### config.mk
export PLATFORM = sky130hd
export DESIGN_NAME = mbs_engine
export DESIGN_NICKNAME = d
export VERILOG_FILES = /design/src/rtl/mbs_pkg.sv /design/src/rtl/mbs_engine.sv
export SDC_FILE = /design/constraint.sdc
export NUM_CORES = 1
export LEC_CHECK = 0
export BUFFER_PORTS_ARGS = -buffer_cell sky130_fd_sc_hd__buf_4
export CORE_ASPECT_RATIO = 1.5
export CORE_MARGIN = 4
export CORE_UTILIZATION = 55
export CTS_CLUSTER_SIZE = 14
export DETAILED_ROUTE_END_ITERATION = 12
export GPL_ROUTABILITY_DRIVEN = 0
export HOLD_SLACK_MARGIN = 0.12
export PLACE_DENSITY = 0.77
export RECOVER_POWER = 25
export SETUP_SLACK_MARGIN = 0.15
export SLEW_MARGIN = 15
export SYNTH_ARGS = -nofsm -noshare
export SYNTH_HDL_FRONTEND = slang
export SYNTH_SLANG_ARGS = --single-unit
export TNS_END_PERCENT = 10
### constraint.sdc
create_clock -name clk_i -period 5.5 [get_ports clk_i]
set_clock_uncertainty 0.1 [all_clocks]
set_input_delay 0.55 -clock clk_i [delete_from_list [all_inputs] [get_ports clk_i]]
set_output_delay 0.55 -clock clk_i [all_outputs]
set_load 0.02 [all_outputs]
### src/rtl/mbs_pkg.sv
// Package for the memory BIST sequencer: phase codes, command codes, widths.
// No dependencies.
package mbs_pkg;
  typedef enum logic [2:0] {
    PH_IDLE   = 3'd0,
    PH_FILL   = 3'd1,
    PH_VERIFY = 3'd2,
    PH_WSET   = 3'd3,
    PH_WREAD  = 3'd4,
    PH_WCLEAR = 3'd5,
    PH_BLOCK  = 3'd6,
    PH_DONE   = 3'd7
  } phase_e;

  typedef enum logic [1:0] {
    CMD_IDLE  = 2'd0,
    CMD_WRITE = 2'd1,
    CMD_READ  = 2'd2,
    CMD_DONE  = 2'd3
  } cmd_e;

  typedef enum logic [1:0] {
    REG_BASE    = 2'd0,
    REG_WORDS   = 2'd1,
    REG_ENABLE  = 2'd2,
    REG_UNUSED  = 2'd3
  } reg_e;

  localparam int unsigned NumTests = 5;
  localparam logic [31:0] Ones     = 32'hFFFF_FFFF;
  localparam logic [31:0] Fill3    = 32'hA5A5_A5A5;
  localparam logic [15:0] CountMax = 16'hFFFF;

  typedef struct packed {
    logic        op;
    logic [31:0] read_data;
  } in_item_t;

  typedef struct packed {
    logic [1:0]  command;
    logic [9:0]  word_address;
    logic [31:0] write_data;
    logic        read_checked;
    logic        mismatch;
    logic [15:0] error_count;
    logic [2:0]  test_number;
  } out_item_t;

  typedef struct packed {
    logic [1:0]  index;
    logic [31:0] data;
  } cfg_item_t;
endpackage

### src/rtl/mbs_engine.sv
// Test sequencing engine: state registers and command generation per transfer.
// Depends on mbs_pkg.
module mbs_engine #(
  parameter int unsigned AddrBits = 10,
  parameter int unsigned ColBits  = 5,
  parameter int unsigned RowBits  = 3,
  parameter int unsigned BankBits = 2
) (
  input  logic                 clk_i,
  input  logic                 rst_ni,
  input  logic                 step_i,
  input  mbs_pkg::in_item_t    item_i,
  input  logic [31:0]          base_i,
  input  logic [10:0]          words_i,
  input  logic [4:0]           enable_i,
  output mbs_pkg::out_item_t   result_o
);
  localparam int unsigned PW = AddrBits + 1;
  localparam int unsigned BW = AddrBits + 2;
  localparam logic [BW-1:0] NoiseRaw =
    BW'(((((64'd1 << ColBits) - 64'd1) << 2)
      | (((64'd1 << RowBits) - 64'd1) << (2 + ColBits))
      | (((64'd1 << BankBits) - 64'd1) << (2 + ColBits + RowBits))) & 64'hFFFF_FFFC);

  mbs_pkg::phase_e phase_q, phase_d;
  logic [2:0]    test_q, test_d;
  logic [PW-1:0] wp_q, wp_d, ip_q, ip_d, bp_q, bp_d;
  logic          pend_q, pend_d, skip_q, skip_d;
  logic [31:0]   exp_q, exp_d;
  logic [15:0]   err_q, err_d;

  logic [PW-1:0] n_words, n_mask;
  logic [4:0]    log_n;
  logic [PW-1:0] p_cnt;
  logic [BW-1:0] noise;
  logic          chk, mis;
  logic [1:0]    cmd;
  logic [PW-1:0] addr;
  logic [31:0]   wdata;

  function automatic int NumTestsRev();
    NumTestsRev = int'(mbs_pkg::NumTests) - 1;
  endfunction

  always_comb begin
    logic [PW-1:0] v;
    v = (words_i > 11'(PW'(1) << AddrBits)) ? (PW'(1) << AddrBits) : PW'(words_i);
    n_words = PW'(32);
    log_n   = 5'd5;
    for (int k = 6; k <= AddrBits; k++) begin
      if (v[k]) begin
        n_words = PW'(1) << k;
        log_n   = 5'(k);
      end
    end
    n_mask = n_words - PW'(1);
    p_cnt  = PW'(log_n) + PW'(1);
    noise  = NoiseRaw & ((BW'(n_words) << 2) - BW'(1));
  end

  function automatic logic [PW-1:0] walk(input logic [PW-1:0] idx);
    walk = (idx == '0) ? '0 : (PW'(1) << (idx - PW'(1)));
  endfunction

  always_comb begin
    logic        found;
    logic [31:0] pat;
    logic [PW-1:0] wm;
    logic [5:0]  s;
    logic [3:0]  k;
    logic [BW-1:0] a, bwa;
    logic [PW-1:0] bw;
    logic [31:0] d;
    phase_d = phase_q; test_d = test_q; wp_d = wp_q; ip_d = ip_q; bp_d = bp_q;
    pend_d = pend_q; skip_d = skip_q; exp_d = exp_q; err_d = err_q;
    chk = 1'b0; mis = 1'b0; cmd = mbs_pkg::CMD_IDLE; addr = '0; wdata = '0;
    found = 1'b0;
    wm  = wp_q & n_mask;
    case (test_q)
      3'd1:    pat = mbs_pkg::Ones;
      3'd3:    pat = mbs_pkg::Fill3;
      3'd4:    pat = ~(base_i + {{(29 - AddrBits){1'b0}}, wm, 2'b00});
      default: pat = '0;
    endcase
    s  = ip_q[5:0];
    k  = s[3:0];
    a  = {wp_q[AddrBits-1:0], 2'b00};
    bwa = ((~a) & noise) - BW'(60);
    bw = s[5] ? PW'(bwa[BW-1:2]) : wp_q;
    d  = k[0] ? 32'd0 : mbs_pkg::Ones;
    if (!item_i.op) begin
      err_d = '0; pend_d = 1'b0; exp_d = '0; skip_d = 1'b0; test_d = '0;
      phase_d = mbs_pkg::PH_DONE;
      for (int t = NumTestsRev(); t >= 0; t--) begin
        if (enable_i[t]) begin
          test_d = 3'(t); phase_d = mbs_pkg::PH_FILL; found = 1'b1;
        end
      end
      wp_d = '0; ip_d = '0; bp_d = '0;
    end else begin
      if (pend_q) begin
        if (!skip_q) begin
          chk = 1'b1;
          mis = item_i.read_data != exp_q;
          if (mis && err_q != mbs_pkg::CountMax) err_d = err_q + 16'd1;
        end
        pend_d = 1'b0; skip_d = 1'b0;
      end
      case (phase_q)
        mbs_pkg::PH_FILL: begin
          cmd = mbs_pkg::CMD_WRITE; addr = wm; wdata = pat;
          if (wp_q + PW'(1) >= n_words) begin
            wp_d = '0; ip_d = '0; bp_d = '0;
            phase_d = (test_q == 3'd2) ? mbs_pkg::PH_WSET :
                      (test_q == 3'd3) ? mbs_pkg::PH_BLOCK : mbs_pkg::PH_VERIFY;
          end else wp_d = wp_q + PW'(1);
        end
        mbs_pkg::PH_VERIFY: begin
          cmd = mbs_pkg::CMD_READ; addr = wm;
          pend_d = 1'b1; exp_d = pat; skip_d = 1'b0;
          if (wp_q + PW'(1) >= n_words) found = 1'b1;
          else wp_d = wp_q + PW'(1);
        end
        mbs_pkg::PH_WSET: begin
          cmd = mbs_pkg::CMD_WRITE; addr = walk(wp_q) & n_mask; wdata = mbs_pkg::Ones;
          ip_d = '0; phase_d = mbs_pkg::PH_WREAD;
        end
        mbs_pkg::PH_WREAD: begin
          cmd = mbs_pkg::CMD_READ; addr = walk(ip_q) & n_mask;
          pend_d = 1'b1; exp_d = '0; skip_d = ip_q == wp_q;
          if (ip_q + PW'(1) >= p_cnt) phase_d = mbs_pkg::PH_WCLEAR;
          else ip_d = ip_q + PW'(1);
        end
        mbs_pkg::PH_WCLEAR: begin
          cmd = mbs_pkg::CMD_WRITE; addr = walk(wp_q) & n_mask;
          if (wp_q + PW'(1) >= p_cnt) found = 1'b1;
          else begin
            wp_d = wp_q + PW'(1); phase_d = mbs_pkg::PH_WSET;
          end
        end
        mbs_pkg::PH_BLOCK: begin
          addr = (bw + PW'(k)) & n_mask;
          if (s[4]) begin
            cmd = mbs_pkg::CMD_READ; pend_d = 1'b1; exp_d = d; skip_d = 1'b0;
          end else begin
            cmd = mbs_pkg::CMD_WRITE; wdata = d;
          end
          if (s == 6'd63) begin
            if (bp_q + PW'(1) >= (n_words >> 5)) found = 1'b1;
            else begin
              bp_d = bp_q + PW'(1);
              bwa  = (a & noise) + BW'(64);
              wp_d = PW'(bwa[BW-1:2]) & n_mask;
              ip_d = '0;
            end
          end else ip_d = PW'(s) + PW'(1);
        end
        mbs_pkg::PH_DONE: cmd = mbs_pkg::CMD_DONE;
        default: ;
      endcase
      if (found) begin
        found   = 1'b0;
        phase_d = mbs_pkg::PH_DONE;
        for (int t = NumTestsRev(); t >= 0; t--) begin
          if (enable_i[t] && 3'(t) > test_q) begin
            test_d = 3'(t); phase_d = mbs_pkg::PH_FILL; found = 1'b1;
          end
        end
        if (found) begin
          wp_d = '0; ip_d = '0; bp_d = '0;
        end
      end
    end
  end

  always_ff @(posedge clk_i or negedge rst_ni) begin
    if (!rst_ni) begin
      phase_q <= mbs_pkg::PH_IDLE; test_q <= '0; wp_q <= '0; ip_q <= '0; bp_q <= '0;
      pend_q <= 1'b0; skip_q <= 1'b0; exp_q <= '0; err_q <= '0;
    end else if (step_i) begin
      phase_q <= phase_d; test_q <= test_d; wp_q <= wp_d; ip_q <= ip_d; bp_q <= bp_d;
      pend_q <= pend_d; skip_q <= skip_d; exp_q <= exp_d; err_q <= err_d;
    end
  end

  always_comb begin
    result_o.command      = cmd;
    result_o.word_address = 10'(addr);
    result_o.write_data   = wdata;
    result_o.read_checked = chk;
    result_o.mismatch     = mis;
    result_o.error_count  = err_d;
    result_o.test_number  = test_d;
  end
endmodule

* Word-level counts from Yosys, hierarchy flattened
Index checks and enable logic that the tools add are counted.
Operators by class: shifts and indexed selects 2, bitwise logic cells 9, $lt $le $gt $ge 10, reduce and logical (&&, ||, !) cells 14, add/sub/neg operators 14, multiplexer cells 111, equal/unequal tests 21
Operators by type and width (count):
- 32-bit one-hot mux with 3 select lines | 3
- 11-bit two-way mux | 24
- 32-bit two-way mux | 5
- 11-bit one-hot mux with 4 select lines | 2
- 3-bit two-way mux | 29
- 16-bit two-way mux | 4
- 10-bit two-way mux | 4
- 10-bit one-hot mux with 4 select lines | 1
- 11-bit by 1-bit adder with 11-bit output, second input constant | 3
- 11-bit by 6-bit >= comparator with 1-bit output | 3
- 11-bit by 1-bit subtractor with 11-bit output, second input constant | 3
- 32-bit by 13-bit adder with 32-bit output | 1
- 32-bit inequality test | 1
- 32-bit inverter | 1
- 10-bit bitwise AND | 3
- 12-bit bitwise AND | 2
- 1-bit two-way mux | 23
- 11-bit logical NOT | 2
- 11-bit one-hot mux with 2 select lines | 1
- 1-bit by 11-bit << shifter with 10-bit output, first input constant | 2
- 16-bit by 1-bit adder with 16-bit output, second input constant | 1
- 16-bit inequality test, second input constant | 1
- 3-bit equality test, second input constant | 5
- 12-bit by 7-bit adder with 12-bit output, second input constant | 1
- other kinds (36) | 56
Storage, ports and cells: output and inout port bits 65, register bits 89, input port bits 84, logic and storage cells 190

* Logic depth before layout (Yosys ltp)
Gate-level depths: netlist of the first run.
depth in word-level cells 17, gate-level depth with buffers 18, mapped depth without buffers 18

* Worst setup path before layout of the first run
OpenSTA, ideal clock, no wires.
path type input to output, start in words_i[10], end out result_o[43] (netlist bit), data arrival time 3.752 ns, cell stages on the path 15, data required time 4.850 ns, path slack 1.098 ns, buffers on the path 0, path through nor4_4 > nand2b_1 > ha_1 > xnor2_1 > nor2b_1 > ha_1 > a21o_1 > a21o_1 > a21oi_1 > a31oi_1 > o211ai_1 > nor2_1 > xnor2_1 > a21oi_1 > nor2_1
RTL lines:
- from (decl) | RTL line mbs_engine.sv:14 | input logic [10:0] words_i,
- to (decl) | RTL line mbs_engine.sv:16 | output mbs_pkg::out_item_t result_o

==> key figures, run 1 <==
Outcome
  – Status: complete, but fails checks
  – Failing checks: max-capacitance violations, max-slew violations

Timing
  – Tmin final: 5000 ps
  – Setup TNS: 0 ps
  – Setup-failing EPs final: 0
  – Fmax: 200 MHz
  – Worst rel slew slack: -26.9%
  – Fin. max-slew vios: 72
  – Final hold vios: 0
  – Period Utilization, post-route: 90.9%
  – Worst-Margin Slew: 1900 ps
  – RSZ-0062 raised after global routing: false
  – Hold_ws: 391 ps

Clock network
  – Num CTS Buffers: 9
  – Root Driver: clkbuf_16
  – H-tree levels: 3
  – Deepest clock path buffer count: 2
  – Clk slew on worst S/H paths: 70 ps
  – CTS tree: done
  – Worst skew pair latency: 360 ps
  – Clock Sinks: 89

Logic synthesis
  – Adder-cell share of the synthesized area: 6.99%
  – Avg Cell Area, Syn: 7.51 um2
  – Synth Area in Compound Gates: 25.3%
  – Yosys top cell area share: 23.9%
  – Cells after Synth: 1,240
  – Post-synthesis mux area share: 1.55%
  – Synth area leaders: dfrtp_1 (24%), ha_1 (6.5%), nand2_1 (5.8%)
  – Async SR Flop Fraction: 100%
  – Sequential element share of the synthesized area: 23.9%
  – Post-Syn Area: 9310 um2
  – Top_reg_cell synth: dfrtp_1
  – Yosys top cell by area: dfrtp_1
  – Synth Area in XOR/XNOR: 10.8%
  – Synthesis Warnings: 0
  – Largest family of logic cells by synthesized area: compound AO/OA/AOI/OAI gates
  – Post-Synth Simple-Gate Area: 25.2%
  – Most frequent cell after synthesis: nand2_1
  – Synth unique cells: 87
  – Post-synth EDFFs: 0
  – Most common library cells after synthesis: nand2_1 (145), nor2_1 (113), dfrtp_1 (89)
  – Post-synthesis register bit count: 89

Setup path
  – Setup slack, reg-to-reg: 1220 ps
  – Worst-path fanout max: 8
  – Worst r2r dst: ip_q[0]$_DFFE_PN0P_
  – Critical path class: input pin to primary output
  – Crit. End Element: primary output
  – Worst endpoint required time: 4850 ps
  – Crit path to: result_o[41]
  – Critical path startpoint category: input pin
  – Reg-to-Reg Start: wp_q[0]$_DFFE_PN0P_
  – Reg2reg path depth: 15
  – CP startpoint: words_i[10]
  – Critical path arrival: 4350 ps

Die
  – Die span in x: 114 um
  – Die Y: 167 um
  – # rows: 58
  – Starting Density: 55.8%
  – Die area: 19,100 um2
  – Core ar.: 16,700 um2
  – I/O pin cnt: 149

Detailed routing
  – Routed Antenna Nets: 0
  – Vias: 10,000
  – DRC: 0
  – Detailed Route Iter0 Violations: 1,072
  – WL/cell: 19.7 um
  – Avg Vias per Cell: 6.45
  – WL final: 30.6 mm
  – Pre-antenna DRT Iters: 8

Global route
  – Largest net degree at the start of global routing: 72
  – GR Overflow Total: 0
  – Vias in the first global route: 9,481
  – First-pass GRT wire length: 48.2 mm
  – Initial antenna violation count: 1
  – Gr usage total: 31.2%

Power and ir drop
  – Int Power: 1.74 mW
  – Leak pwr: 4.90 nW
  – Comb power frac: 50.3%
  – PwrDens: 302 nW/um2
  – Psw: 1.51 mW
  – Seq pwr share: 27.8%
  – Clock power frac: 21.8%
  – Power, Total: 3.25 mW
  – Sw Share: 46.5%
  – Peak VDD IR: 0.176 mV

Run
  – Max-cap viol count: 1

Placed design
  – Dpl cell area: 10,400 um2
  – Port Buf Inserts: 142
  – DPL Wire Length: 23.3 mm

Final layout
  – Post-route cell area: 10,800 um2
  – Area grow syn2layout: 15.7%
  – Final Net Count: 1,469
  – Layout cells sized above 1: 15.0%

Hold path
  – Hold Path Class: flip-flop to flip-flop
==> layout make-up <==
| type | instances | area, um2 |
|---|---|---|
| antenna | 1 | 2.50 |
| clock buffer | 10 | 239 |
| clock inverter | 6 | 97.6 |
| fill | 1526 | 5920 |
| inverter | 64 | 240 |
| multi-input combinational | 1013 | 6520 |
| sequential | 89 | 2230 |
| tap | 210 | 263 |
| timing repair buffer | 158 | 1180 |
==> metal layers <==
metal  vias to the layer above  track usage, %  wire (um)
li1                       4644               -          -
met5                         -               0          0
met4                         0            17.5       1910
met1                      4653            36.9      11300
met2                       567            52.9      14900
met3                       146            4.92       2430
==> registers in the layout (all words and copies together), names as in the netlist <==
signal	count
exp_q	32
err_q	16
bp_q	11
ip_q	11
wp_q	11
phase_q	3
test_q	3
pend_q	1
skip_q	1
==> kinds of logic after synthesis <==
kind of cell | Yosys count
compound gates | 356
xor+xnor | 115
fa+ha+maj | 51
buf+inv | 139
flops | 89
mux | 14
other cells | 2
simple gates | 474
==> per-stage QoR <==
stage | std cells | util [%] | setup slack, ps
detailed placement | 1532 | 62.4 | 455
global placement | 1532 | 62.4 | 534
finish | 1551 | 64.5 | 502
floorplan | 1241 | - | 1100
CTS | 1549 | 64.5 | 431
global route | 1551 | 64.5 | 299
==> placed cells by master (no fill, tap or decap), types with 6 or more instances in the layout <==
master / netlist / layout
buf_4: 7 / 155
nand2_1: 145 / 144
nor2_1: 113 / 113
dfrtp_1: 89 / 89
o21ai_0: 86 / 85
a21oi_1: 80 / 80
inv_1: 63 / 63
xnor2_1: 61 / 61
xor2_1: 54 / 54
ha_1: 48 / 48
nand3_1: 38 / 38
nor3_1: 29 / 29
o22ai_1: 24 / 24
and3_1: 23 / 23
nor2b_1: 21 / 21
and2_1: 19 / 19
a31oi_1: 19 / 19
nand4_1: 18 / 18
nor4_1: 16 / 16
o31ai_1: 15 / 15
a21o_1: 14 / 14
o21a_1: 12 / 12
a221o_1: 12 / 12
nand2b_1: 11 / 11
mux2i_1: 11 / 11
o211ai_1: 10 / 10
a32o_1: 9 / 9
clkbuf_16: 0 / 9
a211o_1: 7 / 7
or3_1: 7 / 7
o21bai_1: 7 / 7
nor3b_1: 6 / 6
==> worst max-delay path, cell delays in order <==
cell and delay, ps:
buf_4 150, nor4_4 460, nand2b_1 210, ha_1 240, xnor2_1 150, nor2b_1 290
ha_1 360, a21o_1 200, a21o_1 170, a21oi_1 170, a31oi_1 190, o211ai_1 240
buf_4 190, xor2_1 180, nand2_1 90, a31oi_1 290, buf_4 200
==> how the worst min path moves through the flow <==
stage                         startpoint  slack [ps]                    to  cells past startpoint
global placement                  rst_ni         340  err_q[7]$_DFFE_PN0P_                      1
detailed placement                rst_ni         350  err_q[6]$_DFFE_PN0P_                      1
floorplan                         rst_ni         150   bp_q[0]$_DFFE_PN0P_                      0
CTS                 exp_q[0]$_DFFE_PN0P_         390  exp_q[0]$_DFFE_PN0P_                      2
finish              exp_q[6]$_DFFE_PN0P_         390  exp_q[6]$_DFFE_PN0P_                      2
global route        exp_q[6]$_DFFE_PN0P_         420  exp_q[6]$_DFFE_PN0P_                      2
==> power groups by stage <==
stage,Clock (mW),Sequential [mW],Combinational (mW)
floorplan,0,0.825,1.14
global placement,0,0.906,1.58
detailed placement,0,0.909,1.60
CTS,0.715,0.898,1.61
global route,0.744,0.918,1.77
finish,0.711,0.906,1.64
==> repair_timing <==
action / in CTS / in global routing
setup endpoints to repair: 0 / 4
endpoints found under the hold margin: 18 / 0
setup buffers: 0 / 1
hold buffers: 1 / 0
gates resized for setup: 0 / 0
No activity file was read; power rests on OpenSTA's default activity.
==> inputs of run 2 (changes only) <==
ABC_AREA = 1   (was default)
CORE_ASPECT_RATIO = 1.75   (was 1.5)
PLACE_DENSITY = 0.76   (was 0.77)
clock period = 4.7 ns   (was 5.5 ns; I/O delays follow)
==> run 2 against run 1 <==
  * The flow still finishes with violations (max-capacitance violations, max-slew violations)
  * Area after synthesis up 5.5%
  * Global-route usage rose by 3.2 points
  * Sequential cell count did not move
  * Die area grew 5.3%
  * Cell count rose by 29%
  * Non-clock buffer count decreased by 5
  * Clock power grew 17%
  * Via count is 16% higher
  * Critical endpoint is now result_o[54]
  * Largest cell class unchanged
==> key figures, run 2 <==
Logic synthesis
  – Post-Syn Area: 9810 um2
  – Cells after Synth: 1,647
  – Most common library cells after synthesis: nand2_1 (474), inv_1 (191), o21ai_0 (161)
  – Yosys top cell area share: 22.7%
  – Top_reg_cell synth: dfrtp_1
  – Synth area leaders: dfrtp_1 (23%), nand2_1 (18%), o21ai_0 (8.2%)
  – Post-synthesis register bit count: 89
  – Post-synth EDFFs: 0
  – Avg Cell Area, Syn: 5.96 um2
  – Async SR Flop Fraction: 100%
  – Synth unique cells: 55
  – Most frequent cell after synthesis: nand2_1
  – Yosys top cell by area: dfrtp_1
  – Sequential element share of the synthesized area: 22.7%
  – Synthesis Warnings: 0

Detailed routing
  – Pre-antenna DRT Iters: 5
  – WL final: 34.4 mm
  – WL/cell: 17.2 um
  – Detailed Route Iter0 Violations: 809
  – Routed Antenna Nets: 0
  – DRC: 0
  – Vias: 11,600
  – Avg Vias per Cell: 5.81

Power and ir drop
  – Comb power frac: 58.7%
  – Sw Share: 51.5%
  – Leak pwr: 5.90 nW
  – PwrDens: 430 nW/um2
  – Int Power: 2.37 mW
  – Peak VDD IR: 0.326 mV
  – Psw: 2.51 mW
  – Power, Total: 4.88 mW
  – Clock power frac: 17.0%
  – Seq pwr share: 24.3%

Timing
  – Hold_ws: 401 ps
  – Worst-Margin Slew: 3750 ps
  – Setup-failing EPs final: 0
  – Fmax: 234 MHz
  – RSZ-0062 raised after global routing: true
  – Setup TNS: 0 ps
  – Fin. max-slew vios: 65
  – Final hold vios: 0
  – Tmin final: 4280 ps
  – Worst rel slew slack: -150%
  – Period Utilization, post-route: 91.0%

Clock network
  – Setup Fix Bufs, Post-CTS: 0
  – H-tree levels: 3
  – Clock Sinks: 89
  – Num CTS Buffers: 9
  – Root Driver: clkbuf_16
  – Clk slew on worst S/H paths: 70 ps
  – Deepest clock path buffer count: 2
  – CTS tree: done
  – Worst skew pair latency: 350 ps

Final layout
  – Highest-count cells in the layout ignoring fill and taps: nand2_1 (474), inv_1 (191), o21ai_0 (160), nor2_1 (156), buf_4 (152)
  – Antenna Diode Count: 0
  – Top reg by flops: exp_q
  – Layout cells sized above 1: 12.6%
  – Commonest non-fill, non-tap cell in the layout: nand2_1
  – Largest register FFs: 32
  – Final core utilization: 64.8%
  – Final Net Count: 1,893
  – Largest registers: exp_q x32, err_q x16
  – Area grow syn2layout: 15.7%
  – Fillers: 1,748

Setup path
  – Worst r2r dst: wp_q[10]$_DFFE_PN0P_
  – CP startpoint: ip_q[0]$_DFFE_PN0P_
  – Worst-path fanout max: 15
  – Critical path arrival: 3710 ps
  – Reg-to-Reg Start: bp_q[0]$_DFFE_PN0P_
  – Worst endpoint required time: 4130 ps
  – Reg2reg path depth: 18
  – Crit path to: result_o[54]
  – Critical path class: flip-flop to primary output
  – Critical path startpoint category: flip-flop
  – Setup slack, reg-to-reg: 940 ps
  – Crit. End Element: primary output

Die
  – Die span in x: 109 um
  – Die Y: 185 um
  – Core ar.: 17,500 um2
  – Starting Density: 56.0%
  – # rows: 64
  – Die area: 20,100 um2
  – I/O pin cnt: 149

Placed design
  – Port Buf Inserts: 142
  – DPL Wire Length: 26.6 mm

Global route
  – GR Overflow Total: 0
  – Initial antenna violation count: 0
  – Gr usage total: 34.4%
  – Largest net degree at the start of global routing: 65
  – Vias in the first global route: 11,200
  – First-pass GRT wire length: 54.8 mm

Hold path
  – Hold depth: 2
  – Hold Path Class: flip-flop to flip-flop

Run
  – Max-cap viol count: 1

Outcome
  – Status: complete, but fails checks
  – Failing checks: max-capacitance violations, max-slew violations
==> run 2: changes by cell type after synthesis, moves of 21 or more <==
cell | previous run | this run
nand2_1 | 145 | 474
inv_1 | 63 | 191
nand3_1 | 38 | 144
o21ai_0 | 86 | 161
xnor2_1 | 61 | 14
nor2_1 | 113 | 157
a21oi_1 | 80 | 101
and3_1 | 23 | 2
clkbuf_1 | 58 | 37
xor2_1 | 54 | 33
==> run 2: worst min-delay path by stage <==
stage	start	slack, ps	endpoint
floorplan	rst_ni	70	bp_q[0]$_DFFE_PN0P_
global placement	exp_q[22]$_DFFE_PN0P_	380	exp_q[22]$_DFFE_PN0P_
detailed placement	exp_q[22]$_DFFE_PN0P_	380	exp_q[22]$_DFFE_PN0P_
CTS	rst_ni	150	wp_q[8]$_DFFE_PN0P_
global route	exp_q[31]$_DFFE_PN0P_	430	exp_q[31]$_DFFE_PN0P_
finish	exp_q[22]$_DFFE_PN0P_	400	exp_q[22]$_DFFE_PN0P_
==> run 2: logic make-up after synthesis <==
group,after synthesis,share of synthesized area [%]
and+or+nand+nor,885,39.1
AOI/OAI and AO/OA,317,17.3
other,2,0.0765
xor gates and xnor gates,47,4.19
buffers and inverters,257,10.1
adders and majority gates,50,6.53
DFF,89,22.7
==> run 2: routing by layer <==
metal  GRT usage [%]  wire length (um)  up-vias
li1                -                 -     5615
met1            35.7             12100     5273
met2            62.3             17500      537
met3            5.50              2290      167
met4            22.6              2540        0
met5               0                 0        -
==> run 2: layout make-up <==
cell class | instances | area [um2] | area share, %
timing repair buffer | 153 | 1140 | 10.1
clock inverter | 6 | 97.6 | 0.859
multi-input combinational | 1302 | 6600 | 58.1
sequential | 89 | 2230 | 19.6
tap | 231 | 289 | 2.54
inverter | 204 | 767 | 6.75
clock buffer | 10 | 229 | 2.02
==> run 2: worst max-delay path, cell delays in order, from the launching register on <==
cell     delay [ps]
dfrtp_1         750
inv_1           390
ha_1            370
a21oi_1         170
nor4_1           60
nor3_1          560
nand3_1         260
o21ai_0         230
nand3_1         100
a21oi_1         260
buf_4           200
==> run 2: power groups by stage <==
stage               registers (mW)  logic [mW]  clock network [mW]
floorplan                     1.10        2.01                   0
global placement              1.19        2.76                   0
detailed placement            1.19        2.80                   0
CTS                           1.18        2.82               0.830
global route                  1.21        3.20               0.858
finish                        1.19        2.87               0.830
==> run 2: what timing repair did <==
action	4_1_cts	5_1_grt
hold buffers	0	0
endpoints found under the hold margin	0	0
resized for setup	0	3
endpoints found under the setup margin	0	10
==> run 2: metrics by stage <==
step	setup slack, ps	cells	cell area, um2
3_5_place_dp	505	1979	11000
3_3_place_gp	558	1979	11000
2_1_floorplan	1040	1648	9820
5_1_grt	72.6	1995	11400
4_1_cts	339	1995	11400
6_report	424	1995	11400
